[src/rtl/core/jfps_pkg.sv]
package jfps_pkg;

  // field widths
  localparam int VAL_W     = 32;
  localparam int CHG_W     = 31;
  localparam int RW_W      = 11;
  localparam int WT_W      = 17;
  localparam int CFG_IDX_W = 8;
  localparam int CFG_DAT_W = 32;

  // datapath widths
  localparam int SUM_W  = VAL_W + 1;
  localparam int PROD_W = WT_W + 1 + SUM_W;
  localparam int ACC_W  = PROD_W + 1;
  localparam int BIAS_W = VAL_W + 17;
  localparam int FRAC_SHIFT = 16;
  localparam int Q_W    = ACC_W - FRAC_SHIFT;

  // register indexes
  localparam logic [CFG_IDX_W-1:0] REG_ROW_WIDTH   = 8'd0;
  localparam logic [CFG_IDX_W-1:0] REG_WEIGHT_X    = 8'd1;
  localparam logic [CFG_IDX_W-1:0] REG_WEIGHT_Y    = 8'd2;
  localparam logic [CFG_IDX_W-1:0] REG_SOURCE_TERM = 8'd3;

  // reset values
  localparam logic [RW_W-1:0] ROW_WIDTH_RST = 11'd1024;
  localparam logic [WT_W-1:0] WEIGHT_RST    = 17'd16384;

  localparam int ROW_MIN = 3;

  // half lsb of the q1.16 weight product
  localparam logic signed [BIAS_W-1:0] ROUND_HALF = 49'sd32768;

  localparam logic signed [VAL_W-1:0] VAL_MAX = 32'sh7FFF_FFFF;
  localparam logic signed [VAL_W-1:0] VAL_MIN = 32'sh8000_0000;
  localparam logic [CHG_W-1:0]        CHG_MAX = 31'h7FFF_FFFF;

  typedef logic signed [VAL_W-1:0] val_t;

  // per-item control that rides along the pipeline
  typedef struct packed {
    logic valid;
    logic has_below;
    logic use_stencil;
    logic top;
    logic done;
  } jfps_ctl_t;

  // stencil coefficients from the config registers
  typedef struct packed {
    logic [WT_W-1:0]          weight_x;
    logic [WT_W-1:0]          weight_y;
    logic signed [BIAS_W-1:0] bias;
  } jfps_coef_t;

endpackage

[src/rtl/core/jfps_stencil_pipe.sv]
module jfps_stencil_pipe (
  input  logic                       clk,
  input  logic                       rst_n,
  input  logic                       adv,
  input  jfps_pkg::jfps_coef_t       coef,
  input  jfps_pkg::jfps_ctl_t        ctl_i,
  input  jfps_pkg::val_t             old_i,
  input  jfps_pkg::val_t             above_i,
  input  jfps_pkg::val_t             left_i,
  input  jfps_pkg::val_t             right_i,
  input  jfps_pkg::val_t             below_i,
  output jfps_pkg::jfps_ctl_t        ctl_o,
  output jfps_pkg::val_t             above_o,
  output jfps_pkg::val_t             nv_o,
  output logic [jfps_pkg::CHG_W-1:0] chg_o
);
  import jfps_pkg::*;

  // control per stage
  jfps_ctl_t c2_r, c3_r, c4_r, c5_r, c6_r, c7_r;

  // data per stage
  logic signed [SUM_W-1:0]  sx2_r, sy2_r;
  logic signed [PROD_W-1:0] px3_r, py3_r;
  logic signed [ACC_W-1:0]  acc4_r;
  val_t                     old2_r, old3_r, old4_r, old5_r;
  val_t                     ab2_r, ab3_r, ab4_r, ab5_r, ab6_r, ab7_r;
  val_t                     nv5_r, nv6_r, nv7_r;
  logic signed [SUM_W-1:0]  d6_r;
  logic [CHG_W-1:0]         chg7_r;

  logic signed [SUM_W-1:0]  sx_nxt, sy_nxt;
  logic signed [PROD_W-1:0] px_nxt, py_nxt;
  logic signed [ACC_W-1:0]  acc_nxt;
  logic signed [Q_W-1:0]    q;
  val_t                     sat;
  val_t                     nv_nxt;
  logic signed [SUM_W-1:0]  d_nxt;
  logic signed [SUM_W:0]    dd;
  logic signed [SUM_W:0]    mag;
  logic [CHG_W-1:0]         chg_nxt;

  // neighbor pair sums
  always_comb begin
    sx_nxt = {left_i[VAL_W-1], left_i} + {right_i[VAL_W-1], right_i};
    sy_nxt = {below_i[VAL_W-1], below_i} + {above_i[VAL_W-1], above_i};
  end

  // weight products
  always_comb begin
    px_nxt = $signed({1'b0, coef.weight_x}) * sx2_r;
    py_nxt = $signed({1'b0, coef.weight_y}) * sy2_r;
  end

  // sum with rounding and the scaled source term folded into one bias
  always_comb begin
    acc_nxt = {px3_r[PROD_W-1], px3_r} + {py3_r[PROD_W-1], py3_r}
            + {{(ACC_W - BIAS_W){coef.bias[BIAS_W-1]}}, coef.bias};
  end

  // floor to q8.24 and saturate
  always_comb begin
    q = acc4_r[ACC_W-1:FRAC_SHIFT];
    if ((&q[Q_W-1:VAL_W-1]) || !(|q[Q_W-1:VAL_W-1])) begin
      sat = q[VAL_W-1:0];
    end else if (q[Q_W-1]) begin
      sat = VAL_MIN;
    end else begin
      sat = VAL_MAX;
    end
    nv_nxt = c4_r.use_stencil ? sat : old4_r;
  end

  // signed change
  always_comb begin
    d_nxt = {nv5_r[VAL_W-1], nv5_r} - {old5_r[VAL_W-1], old5_r};
  end

  // magnitude, saturated to 31 bits
  always_comb begin
    dd  = {d6_r[SUM_W-1], d6_r};
    mag = dd[SUM_W] ? -dd : dd;
    if (|mag[SUM_W:CHG_W]) begin
      chg_nxt = CHG_MAX;
    end else begin
      chg_nxt = mag[CHG_W-1:0];
    end
  end

  // stage control
  always_ff @(posedge clk) begin
    if (!rst_n) begin
      c2_r <= '0;
      c3_r <= '0;
      c4_r <= '0;
      c5_r <= '0;
      c6_r <= '0;
      c7_r <= '0;
    end else if (adv) begin
      c2_r <= ctl_i;
      c3_r <= c2_r;
      c4_r <= c3_r;
      c5_r <= c4_r;
      c6_r <= c5_r;
      c7_r <= c6_r;
    end
  end

  // stage data
  always_ff @(posedge clk) begin
    if (adv) begin
      sx2_r  <= sx_nxt;
      sy2_r  <= sy_nxt;
      old2_r <= old_i;
      ab2_r  <= above_i;
      px3_r  <= px_nxt;
      py3_r  <= py_nxt;
      old3_r <= old2_r;
      ab3_r  <= ab2_r;
      acc4_r <= acc_nxt;
      old4_r <= old3_r;
      ab4_r  <= ab3_r;
      nv5_r  <= nv_nxt;
      old5_r <= old4_r;
      ab5_r  <= ab4_r;
      d6_r   <= d_nxt;
      nv6_r  <= nv5_r;
      ab6_r  <= ab5_r;
      chg7_r <= chg_nxt;
      nv7_r  <= nv6_r;
      ab7_r  <= ab6_r;
    end
  end

  assign ctl_o   = c7_r;
  assign above_o = ab7_r;
  assign nv_o    = nv7_r;
  assign chg_o   = chg7_r;

endmodule

[config.mk]
export PLATFORM = sky130hd
export DESIGN_NAME = jfps_stencil_pipe
export DESIGN_NICKNAME = d
export VERILOG_FILES = /design/src/rtl/core/jfps_pkg.sv /design/src/rtl/core/jfps_stencil_pipe.sv
export SDC_FILE = /design/constraint.sdc
export NUM_CORES = 2
export LEC_CHECK = 0
export BUFFER_PORTS_ARGS = -buffer_cell sky130_fd_sc_hd__buf_2
export CAP_MARGIN = 10
export CORE_ASPECT_RATIO = 1.4
export CORE_MARGIN = 2
export CORE_UTILIZATION = 69
export CTS_CLUSTER_DIAMETER = 120
export CTS_CLUSTER_SIZE = 40
export DETAILED_ROUTE_END_ITERATION = 10
export PLACE_DENSITY = 0.88
export SYNTH_ARGS = -nofsm -noshare
export SYNTH_HDL_FRONTEND = slang
export SYNTH_SLANG_ARGS = --single-unit
[constraint.sdc]
create_clock -name clk -period 18 [get_ports clk]
set_clock_uncertainty 0.1 [all_clocks]
set_input_delay 3.6 -clock clk [delete_from_list [all_inputs] [get_ports clk]]
set_output_delay 3.6 -clock clk [all_outputs]
set_load 0.01 [all_outputs]
==> summary.md <==
| Metric | Value |
|---|---|
| TritonRoute pass-1 iters | 6 |
| Rel. slew slack | 27.91% |
| Worst EP arrival | 10.46 ns |
| Synth Flop Type | edfxtp_1 |
| HP Class | flop to flop |
| Post-synthesis mux area share | 0.4803% |
| Placement Rows | 137 |
| Cell area after synthesis | 69030 sq um |
| Leading area contributor after synthesis | fa_1 |
| RSZ-0062 raised after global routing | no |
| Syn nets | 8115 |
| Setup_tns | 0 ns |
| Largest cells by area after synthesis | fa_1 33%, edfxtp_1 30%, inv_1 7.1% |
| Main combinational cell family by area after synthesis | adder cells |
| Netlist cell types | 95 |
| Gr ovfl total | 0 |
| Vias | 46549 |
| WHS | 0.3173 ns |
| Post-CTS Hold Buffers | 0 |
| Critical path cell sequence | buf_2, and2_1, fa_1, inv_1, fa_1, fa_1, inv_1, fa_1, fa_1, inv_1, fa_1, inv_1, ha_1, a21o_1, a211oi_1, a2111oi_0, nand3_1, a21oi_1, a21oi_1, nor3_1, nor3_1, o31ai_1, a21oi_1, xnor2_1 |
| GP Congestion | 0.9399 |
| Synth Register Bits | 714 |
| Most numerous cell in the Yosys netlist | inv_1 |
| Status | finished, final reports clean |
| Nature of the critical path startpoint | primary input |
| # Post-CTS Setup Buffers | 0 |
| Fin crit share | 56.43% |
| Cells after DPL | 7830 |
| H-tree Lvls | 1 |
| Post-cts sizing count | 0 |
| Slowest-stage cell, CP | a2111oi_0 |
| CP most frequent cell | fa_1 |
| Effective utilization at floorplan | 69.44% |
| Simple-gate share of the synthesized area | 11.90% |
| Area of the multi-input gates | 42220 sq um |
| FILL cells | 6530 |
| Clock Tree Buf Depth | 3 |
| Reg area | 21140 sq um |
| First-pass GRT wire length | 256200 um |
| WP data required | 18.30 ns |
| Shortest period the worst path allows | 10.16 ns |
| Pin count of the biggest net entering global routing | 190 |
| Xor-xnor portion of the synthesized cell area | 2.943% |
| Critical Path End Type | flop |
| Die Area | 102600 sq um |
| Skew-Pair Late Insertion Delay | 0.69 ns |
| Seq/Total Area, Yosys | 30.62% |
| ANT nets after route | 0 |
| Fmax | 0.09844 GHz |
| Vias per cell | 5.901 |
| Die width | 271.3 um |
| Sink Count | 714 |
| Final max-slew violation count | 0 |
| Top-area cell type share of the netlist area | 32.62% |
| Inserted Clock Buffers | 24 |
| Worst path max stage delay | 0.68 ns |
| Number of global-route vias before repair | 50914 |
| TritonCTS clock tree | yes |
| DRT Wirelength | 158900 um |
| Post-synth top cells | 1312 x inv_1, 1125 x fa_1, 820 x nand2_1 |
| Share of layout cells above drive strength 1 | 6.793% |
| Final number of setup-violating endpoints | 0 |
| EDFF count, synth | 684 |
| Synthesized area per cell | 10.87 sq um |
| Area delta synth->final | 5.241% |
| Setup Crit Path Kind | primary input to flop |
| Synth Area in Adders | 39.64% |
| Synth Area in Compound Gates | 6.184% |
| Initial DRC count | 4172 |
| Avg WL per Cell | 20.14 um |
| Max-Cap Viols | 0 |
| DRC Markers | 0 |
| FFs w/ async S/R, synth | 0% |
| Layout net count | 8299 |
| Root buffer cell | clkbuf_16 |
| Top fanout value on the critical path | 33 |
| Die height | 378.3 um |
| DP HPWL | 124200 um |
| Worst Max-Slew Pin Slew | 1.081 ns |
| Synth Instances | 6352 |
| Total track usage | 32.23% |
| Buffers on Ports | 350 |
| Top Ports | 351 |
| Clk slew on worst S/H paths | 0.14 ns |
| Core area | 99420 sq um |
| Synth Warn # | 0 |
| Non-Filler Instances | 7888 |
| Final hold vios | 0 |
| Initial antenna violation count | 16 |
[area by class of cell]
cell class	instances	area share [%]
multi-input combinational	4125	58.11
antenna	17	0.05855
inverter	1312	6.778
tap	1320	2.273
timing repair buffer	359	2.569
sequential	714	29.10
clock buffer	34	0.8783
clock inverter	7	0.2325
[per-stage QoR]
step / setup WS, ns / utilization, % / instance area, sq um
after floorplan: 8.316 / - / 69040
after global placement: 7.628 / 72.22 / 71800
after detailed placement: 7.457 / 72.22 / 71800
after CTS: 8.146 / 73.03 / 72610
after global routing: 7.499 / 73.05 / 72630
final: 7.842 / 73.08 / 72650
[cells by family after synthesis]
| kind of cell | Yosys count |
|---|---|
| xor gates and xnor gates | 232 |
| buffers and inverters | 1513 |
| muxes | 33 |
| AOI/OAI and AO/OA | 625 |
| and+or+nand+nor | 1723 |
| adders and majority gates | 1512 |
| DFF | 714 |
[per-layer routing]
layer | track usage [%] | wire length [um] | vias up
met5 | 0 | 63 | -
met4 | 20.91 | 11750 | 10
met3 | 4.420 | 11860 | 754
met2 | 56.42 | 81870 | 2361
met1 | 37.29 | 53320 | 23281
li1 | - | - | 20143
[state kept, by name (all words and copies together) (netlist names), 31 cells and up]
register	flops
chg_o	31
old4_r	32
old3_r	32
ab6_r	32
ab5_r	32
px3_r	51
ab4_r	32
nv6_r	32
above_o	32
old5_r	32
d6_r	33
nv5_r	32
ab2_r	32
ab3_r	32
acc4_r	36
sy2_r	33
old2_r	32
nv_o	32
sx2_r	33
py3_r	51
[cell usage in the layout, fill, tap and decap left out, types with 6 or more instances in the layout]
master	count
a31oi_1	11
nand3_1	38
a211oi_1	17
or2_2	7
o21a_1	46
o21bai_1	27
clkbuf_1	10
nand2b_1	31
xnor2_1	153
ha_1	387
o31ai_1	14
or3_1	11
o21ai_0	103
and2_1	457
inv_1	1312
buf_4	6
nand2_1	820
clkbuf_16	24
dfxtp_1	30
diode_2	17
o211ai_1	6
edfxtp_1	684
o22ai_1	6
mux2i_1	32
xor2_1	79
o21ai_1	8
a21o_1	107
nor2b_1	59
nand4_1	18
a21oi_1	181
nor3_1	31
buf_2	349
fa_1	1125
nor2_1	189
a2111oi_0	6
and3_1	35
nor4_1	7
[final timing paths]
| path | from | to | slack (ns) | depth (start not counted) |
|---|---|---|---|---|
| setup / recovery | coef[56] | py3_r[50]$_DFFE_PP_ | 7.84 | 24 |
| hold / removal | ab5_r[25]$_DFFE_PP_ | ab6_r[25]$_DFFE_PP_ | 0.32 | 0 |
| setup reg to reg | sy2_r[18]$_DFFE_PP_ | py3_r[50]$_DFFE_PP_ | 10.35 | 23 |
| hold reg to reg | ab5_r[25]$_DFFE_PP_ | ab6_r[25]$_DFFE_PP_ | 0.32 | 0 |
[critical path: cells and delay by family]
kind                       cells  cell delay [ns]
adders and majority gates      7             3.33
xor gates and xnor gates       1             0.13
buffers and inverters          5             0.99
AOI/OAI and AO/OA              7             1.54
and+or+nand+nor                4             0.82
Power is left out: the tool's default activity adds up to more than one toggle a clock period on the data nets, which glitch-free logic cannot reach.
