<file path="src/rtl/core/jfps_pkg.sv">
package jfps_pkg;

  // field widths
  localparam int VAL_W     = 32;
  localparam int CHG_W     = 31;
  localparam int RW_W      = 11;
  localparam int WT_W      = 17;
  localparam int CFG_IDX_W = 8;
  localparam int CFG_DAT_W = 32;

  // datapath widths
  localparam int SUM_W  = VAL_W + 1;
  localparam int PROD_W = WT_W + 1 + SUM_W;
  localparam int ACC_W  = PROD_W + 1;
  localparam int BIAS_W = VAL_W + 17;
  localparam int FRAC_SHIFT = 16;
  localparam int Q_W    = ACC_W - FRAC_SHIFT;

  // register indexes
  localparam logic [CFG_IDX_W-1:0] REG_ROW_WIDTH   = 8'd0;
  localparam logic [CFG_IDX_W-1:0] REG_WEIGHT_X    = 8'd1;
  localparam logic [CFG_IDX_W-1:0] REG_WEIGHT_Y    = 8'd2;
  localparam logic [CFG_IDX_W-1:0] REG_SOURCE_TERM = 8'd3;

  // reset values
  localparam logic [RW_W-1:0] ROW_WIDTH_RST = 11'd1024;
  localparam logic [WT_W-1:0] WEIGHT_RST    = 17'd16384;

  localparam int ROW_MIN = 3;

  // half lsb of the q1.16 weight product
  localparam logic signed [BIAS_W-1:0] ROUND_HALF = 49'sd32768;

  localparam logic signed [VAL_W-1:0] VAL_MAX = 32'sh7FFF_FFFF;
  localparam logic signed [VAL_W-1:0] VAL_MIN = 32'sh8000_0000;
  localparam logic [CHG_W-1:0]        CHG_MAX = 31'h7FFF_FFFF;

  typedef logic signed [VAL_W-1:0] val_t;

  // per-item control that rides along the pipeline
  typedef struct packed {
    logic valid;
    logic has_below;
    logic use_stencil;
    logic top;
    logic done;
  } jfps_ctl_t;

  // stencil coefficients from the config registers
  typedef struct packed {
    logic [WT_W-1:0]          weight_x;
    logic [WT_W-1:0]          weight_y;
    logic signed [BIAS_W-1:0] bias;
  } jfps_coef_t;

endpackage

</file>
<file path="src/rtl/core/jfps_if.sv">


interface jfps_out_if;
  logic                valid;
  logic                ready;
  logic signed [31:0]  new_value;
  logic [30:0]         max_change;
  logic                sweep_done;

  modport source (output valid, output new_value, output max_change, output sweep_done,
                  input ready);
  modport sink   (input valid, input new_value, input max_change, input sweep_done,
                  output ready);
endinterface


</file>
<file path="src/rtl/core/jfps_out_stage.sv">
module jfps_out_stage (
  input  logic                       clk,
  input  logic                       rst_n,
  input  jfps_pkg::jfps_ctl_t        ctl_i,
  input  jfps_pkg::val_t             above_i,
  input  jfps_pkg::val_t             nv_i,
  input  logic [jfps_pkg::CHG_W-1:0] chg_i,
  output logic                       adv,
  jfps_out_if.source                 out_ch
);
  import jfps_pkg::*;

  logic             out_valid_r, out_valid_nxt;
  logic             sec_pend_r, sec_pend_nxt;
  val_t             out_val_r, out_val_nxt;
  logic [CHG_W-1:0] out_max_r, out_max_nxt;
  logic             out_done_r, out_done_nxt;
  val_t             sec_val_r, sec_val_nxt;
  logic             sec_done_r, sec_done_nxt;
  logic [CHG_W-1:0] largest_r, largest_nxt;

  logic             load;
  logic [CHG_W-1:0] lmax;

  // pipeline moves when the output word and its follower are gone
  assign adv  = ~out_valid_r | (out_ch.ready & ~sec_pend_r);
  assign load = adv & ctl_i.valid & (ctl_i.has_below | ctl_i.top);

  // running maximum and result sequencing
  always_comb begin
    out_valid_nxt = out_valid_r;
    sec_pend_nxt  = sec_pend_r;
    out_val_nxt   = out_val_r;
    out_max_nxt   = out_max_r;
    out_done_nxt  = out_done_r;
    sec_val_nxt   = sec_val_r;
    sec_done_nxt  = sec_done_r;
    largest_nxt   = largest_r;

    lmax = (ctl_i.has_below && (chg_i > largest_r)) ? chg_i : largest_r;

    if (out_valid_r && out_ch.ready) begin
      if (sec_pend_r) begin
        out_val_nxt  = sec_val_r;
        out_done_nxt = sec_done_r;
        sec_pend_nxt = 1'b0;
      end else begin
        out_valid_nxt = 1'b0;
      end
    end

    if (load) begin
      out_valid_nxt = 1'b1;
      out_max_nxt   = lmax;
      out_val_nxt   = ctl_i.has_below ? nv_i : above_i;
      out_done_nxt  = ctl_i.has_below ? 1'b0 : ctl_i.done;
      sec_pend_nxt  = ctl_i.has_below & ctl_i.top;
      sec_val_nxt   = above_i;
      sec_done_nxt  = ctl_i.done;
      largest_nxt   = ctl_i.done ? '0 : lmax;
    end
  end

  always_ff @(posedge clk) begin
    if (!rst_n) begin
      out_valid_r <= 1'b0;
      sec_pend_r  <= 1'b0;
      largest_r   <= '0;
    end else begin
      out_valid_r <= out_valid_nxt;
      sec_pend_r  <= sec_pend_nxt;
      largest_r   <= largest_nxt;
    end
  end

  always_ff @(posedge clk) begin
    out_val_r  <= out_val_nxt;
    out_max_r  <= out_max_nxt;
    out_done_r <= out_done_nxt;
    sec_val_r  <= sec_val_nxt;
    sec_done_r <= sec_done_nxt;
  end

  assign out_ch.valid      = out_valid_r;
  assign out_ch.new_value  = out_val_r;
  assign out_ch.max_change = out_max_r;
  assign out_ch.sweep_done = out_done_r;

endmodule

</file>
<file path="src/flat_wrapper.sv">
// flat-port wrapper written by rule: the top's interface ports become plain ports
module jfps_out_stage_flat import jfps_pkg::*;
  (clk, rst_n, ctl_i, above_i, nv_i, chg_i, adv, out_ch_valid, out_ch_new_value, out_ch_max_change, out_ch_sweep_done, out_ch_ready);
  jfps_out_if out_ch_i ();
  input  logic clk;
  input  logic rst_n;
  input  jfps_pkg::jfps_ctl_t ctl_i;
  input  jfps_pkg::val_t above_i;
  input  jfps_pkg::val_t nv_i;
  input  logic [jfps_pkg::CHG_W-1:0] chg_i;
  output logic adv;
  output wire logic [$bits(out_ch_i.valid)-1:0] out_ch_valid;
  output wire logic [$bits(out_ch_i.new_value)-1:0] out_ch_new_value;
  output wire logic [$bits(out_ch_i.max_change)-1:0] out_ch_max_change;
  output wire logic [$bits(out_ch_i.sweep_done)-1:0] out_ch_sweep_done;
  input wire logic [$bits(out_ch_i.ready)-1:0] out_ch_ready;
  assign out_ch_valid = out_ch_i.valid;
  assign out_ch_new_value = out_ch_i.new_value;
  assign out_ch_max_change = out_ch_i.max_change;
  assign out_ch_sweep_done = out_ch_i.sweep_done;
  assign out_ch_i.ready = out_ch_ready;
  jfps_out_stage u_core (.clk(clk), .rst_n(rst_n), .ctl_i(ctl_i), .above_i(above_i), .nv_i(nv_i), .chg_i(chg_i), .adv(adv), .out_ch(out_ch_i));
endmodule
</file>
<file path="config.mk">
export PLATFORM = sky130hd
export DESIGN_NAME = jfps_out_stage_flat
export DESIGN_NICKNAME = d
export VERILOG_FILES = /design/src/rtl/core/jfps_pkg.sv /design/src/rtl/core/jfps_if.sv /design/src/rtl/core/jfps_out_stage.sv /design/src/flat_wrapper.sv
export SDC_FILE = /design/constraint.sdc
export NUM_CORES = 1
export LEC_CHECK = 0
export BUFFER_PORTS_ARGS = -buffer_cell sky130_fd_sc_hd__buf_2
export CORE_ASPECT_RATIO = 1.1
export CORE_MARGIN = 2
export CORE_UTILIZATION = 55
export DETAILED_ROUTE_END_ITERATION = 7
export GPL_TIMING_DRIVEN = 0
export PLACE_DENSITY = 0.93
export SYNTH_ARGS = -nofsm -noshare
export SYNTH_HDL_FRONTEND = slang
export SYNTH_SLANG_ARGS = --single-unit
</file>
<file path="constraint.sdc">
create_clock -name clk -period 8.9 [get_ports clk]
set_input_delay 0.89 -clock clk [delete_from_list [all_inputs] [get_ports clk]]
set_output_delay 0.89 -clock clk [all_outputs]
set_load 0.03 [all_outputs]
</file>
==> results.txt <==
* Post-DR wirelength/cell: 17.5 um
- Endpoint of the worst setup timing path: u_core.out_ch.new_value[24]
- After synthesis, the netlist uses 39 different library cells.
- By area the synthesized netlist is led by sky130_fd_sc_hd__edfxtp_1 (47%), sky130_fd_sc_hd__dfxtp_1 (11%), sky130_fd_sc_hd__mux2i_1 (10%), sky130_fd_sc_hd__ha_1 (6.3%), sky130_fd_sc_hd__o22ai_2 (6.1%).
* Width of the die: 105 um
* Total internal power: 1.27 mW
- Clock period minus final worst setup slack: 3.40 ns
- Number of antenna violations at the first check in global routing: 0
- Total power: 1.67 mW
* Standard cell core area: 10900 sq um
- Logic gate share of total power: 13.1%
- For this run, the slowest stage of the critical path takes 0.52 ns.
- Summed over all cells, the static leakage comes to 3.42 nW.
- TritonCTS created 17 clock buffers.
* Overall overflow remaining after global route: 0
* Total inserted antenna cells: 0
* Post-cts repair resize count: 0
- Summed over all instances, the cell type with the most area after synthesis is sky130_fd_sc_hd__edfxtp_1.
- Cell Count Post-Placement: 819
- Via count: 4633
- The critical path goes through clkbuf_1 > o21ai_0 > nor2b_1 > clkbuf_1 > buf_2 > buf_2 > buf_16 > buf_12 > a21oi_1.
- The tree is rooted in a sky130_fd_sc_hd__clkbuf_16.
- In this run the count of I/O pins placed on the die edge is 169.
- Met2 global-route usage: 46.6%
* List of most frequent post-synthesis cells: sky130_fd_sc_hd__edfxtp_1 (97), sky130_fd_sc_hd__inv_1 (63), sky130_fd_sc_hd__mux2i_1 (62)
- Mapped Avg Cell Area: 12.2 sq um
- For the pin with the worst max-slew slack, the measured transition is 0.860 ns.
- TritonCTS built the clock tree.
- Setup repair after global routing left no endpoint under its margin.
- Max clock buf depth: 2
- Crit path arrival time: 3.54 ns
- Critical-path maximum fanout: 33
- Net switching power of the design: 406 uW
- Number of fill cells: 752
* Count leader, synth: sky130_fd_sc_hd__edfxtp_1
- Worst clock skew: 0.00697 ns
* Endpoints failing hold: 0
- The tool flagged a number of max-cap violations equal to 0.
- Cell area after placement: 7200 sq um
* Most heavily used metal layer in global routing: met2
- The max-slew violation total from the final report was 0.
- Switch share: 24.2%
- IR analysis of the VDD net gives a maximum drop of 0.000133 V.
- Flip-flop and latch count after synthesis: 130
- For this configuration, the core starts out at a cell density of 56.3%.
* Total of hold buffers inserted after clock tree synthesis: 0
- Total Wirelength: 14800 um
- Startpoint of the worst register-to-register path: u_core.largest_r[24]
- Sinks on the clock net: 130
- Number of nets in the synthesized netlist: 639
- For the worst setup path, the data required time is 9.04 ns.
* Relative area change from synthesis to final layout: 27.6%
- In the finished design, the share of the clock period the worst path needs comes to 38.2%.
* Fraction of synthesis flops using an asynchronous set or reset pin: 0%
- For this run, design rule violations remaining after detail routing come to 0.
- STA classifies the critical path endpoint as a flip-flop.
* Launching element type of the critical path: primary input
- For this run, the leading register cell type out of synthesis is sky130_fd_sc_hd__edfxtp_1.
- Fraction of met3 tracks used by global routing: 6.86%
- In the final layout, flip-flops and latches occupy 3570 sq um.
* Die area: 12000 sq um
* Worst skew pair latency: 0.40 ns
* Post-Syn Area: 6140 sq um
* Count of antenna-violating nets left after detailed routing: 0
* CTS clock-pin slew for the worst setup and hold paths: 0.06 ns
- Synthesis warning total: 0
* Cell with the largest stage delay on the worst path: sky130_fd_sc_hd__clkbuf_1
* Share of the synthesized area in the top cell type: 47.4%
- In the final layout, the share of cells above drive strength 1 is 34.3%.
- GRT Total Usage: 24.8%
- Fin nets: 825
* Critical path type: primary input to flip-flop
- The first routing iteration left 225 violations.
- The via count of the first global-routing pass came to 4840.
- Final weighted congestion in routability-driven placement: 0.767
- The number of setup buffers added after CTS is 0.
* Site Rows: 40
* Number of non-filler instances in the completed layout: 850
- Post-route cell area: 7840 sq um
- Entering global routing, the biggest net connects 34 pins.
- Highest achievable clock rate: 294 MHz
- In this run the critical register-to-register path is captured at u_core.out_ch.max_change[3].
* Count of buffers from port buffering: 165
* Power per standard cell area: 213 nW/um^2
* Deepest level of the CTS H-tree: 4
- Detailed-route vias per instance: 5.45
* Sequential area share after synthesis: 58.2%
- For flop-to-flop paths, the worst setup slack is 6.07 ns.
* Clock share of power: 44.8%
- The share of total power dissipated in sequential elements is 42.1%.
- The first global-routing pass estimated 23200 um of wire.
- Path category of the worst min-delay check: flip-flop to flip-flop
* Met1 demand-to-capacity share in global routing: 26.5%
- The run finished with clean final reports.
* Sum of negative setup slack: 0 ns
- Instance count of the mapped netlist: 505
- Y dimension of the die: 115 um
* Max transition margin: 42.7%
- Number of iterations in the first detailed-routing pass: 7
- Setup violations remaining at the end of the flow were counted as 0.
- Number of flops mapped to enable cells by yosys: 97
- Hpwl dp: 10800 um
- Measured on the finished design, the core utilization comes to 71.9%.
* Multi-input gate area in the final layout: 2190 sq um
- Worst setup startpoint: ctl_i[3]
* Register-to-Register Path Depth: 9
==> placed cells by master, fill, tap and decap left out, drive strengths merged, types with 2 or more instances in the layout <==
master	instances
a21boi	3
a21oi	45
and4	3
buf	182
bufinv	5
clkbuf	28
clkinv	4
clkinvlp	2
dfxtp	33
edfxtp	97
ha	31
inv	65
mux2i	62
nand2	40
nand3	3
nand4	6
nor2	35
nor2b	2
o21ai	9
o22ai	31
==> sequential cells by signal, indices dropped and copies added (netlist names) <==
register	flops
u_core.sec_done_r	1
u_core.out_ch.sweep_done	1
u_core.out_ch.valid	1
u_core.largest_r	31
u_core.sec_pend_r	1
u_core.sec_val_r	32
u_core.out_ch.new_value	32
u_core.out_ch.max_change	31
==> power groups by stage <==
| stage | clock (mW) | sequential (mW) | combinational (mW) |
|---|---|---|---|
| global placement | 0 | 0.718 | 0.204 |
| finish | 0.749 | 0.705 | 0.219 |
| global route | 0.783 | 0.707 | 0.236 |
| CTS | 0.759 | 0.705 | 0.219 |
| detailed placement | 0 | 0.717 | 0.217 |
| floorplan | 0 | 0.762 | 0.0933 |
==> final cells by class <==
type	count	share of cell area (%)
timing repair buffer	167	11.1
buffer	25	1.82
multi-input combinational	287	28.0
inverter	63	3.02
clock inverter	13	2.66
sequential	130	45.6
clock buffer	18	5.47
tap	147	2.35
==> metal layers <==
metal / wire (um) / up-vias
met5: 0 / -
met1: 5770 / 2213
li1: - / 2187
met2: 7790 / 201
met3: 939 / 32
met4: 338 / 0
==> logic make-up after synthesis <==
family | after synthesis | synth area share [%]
buffers and inverters | 88 | 6.15
AO/OA/AOI/OAI | 98 | 12.4
multiplexers | 63 | 10.3
adder cells (fa/ha/maj) | 31 | 6.31
flip-flops | 130 | 58.2
AND/OR/NAND/NOR | 95 | 6.70
==> how the worst min path moves through the flow <==
stage                           end  slack [ns]  cells after the start                 start
2_1_floorplan  u_core.largest_r[30]        0.44                      2  u_core.largest_r[30]
3_3_place_gp   u_core.largest_r[30]        0.45                      2  u_core.largest_r[30]
3_5_place_dp   u_core.largest_r[30]        0.45                      2  u_core.largest_r[30]
4_1_cts        u_core.largest_r[30]        0.46                      2  u_core.largest_r[30]
5_1_grt        u_core.largest_r[11]        0.49                      2  u_core.largest_r[11]
6_report       u_core.largest_r[30]        0.46                      2  u_core.largest_r[30]
==> critical path: cells and delay by family <==
kind	cells	cell delay (ns)
compound gates	2	0.44
buf+inv	6	2.03
simple gates	1	0.16
==> stage by stage <==
step | hold slack [ns] | worst slack (ns)
4_1_cts | 0.462 | 5.51
2_1_floorplan | 0.435 | 4.39
6_report | 0.464 | 5.50
3_5_place_dp | 0.453 | 5.12
3_3_place_gp | 0.448 | 3.25
5_1_grt | 0.491 | 5.28
Power figures use the tool's default switching activity.
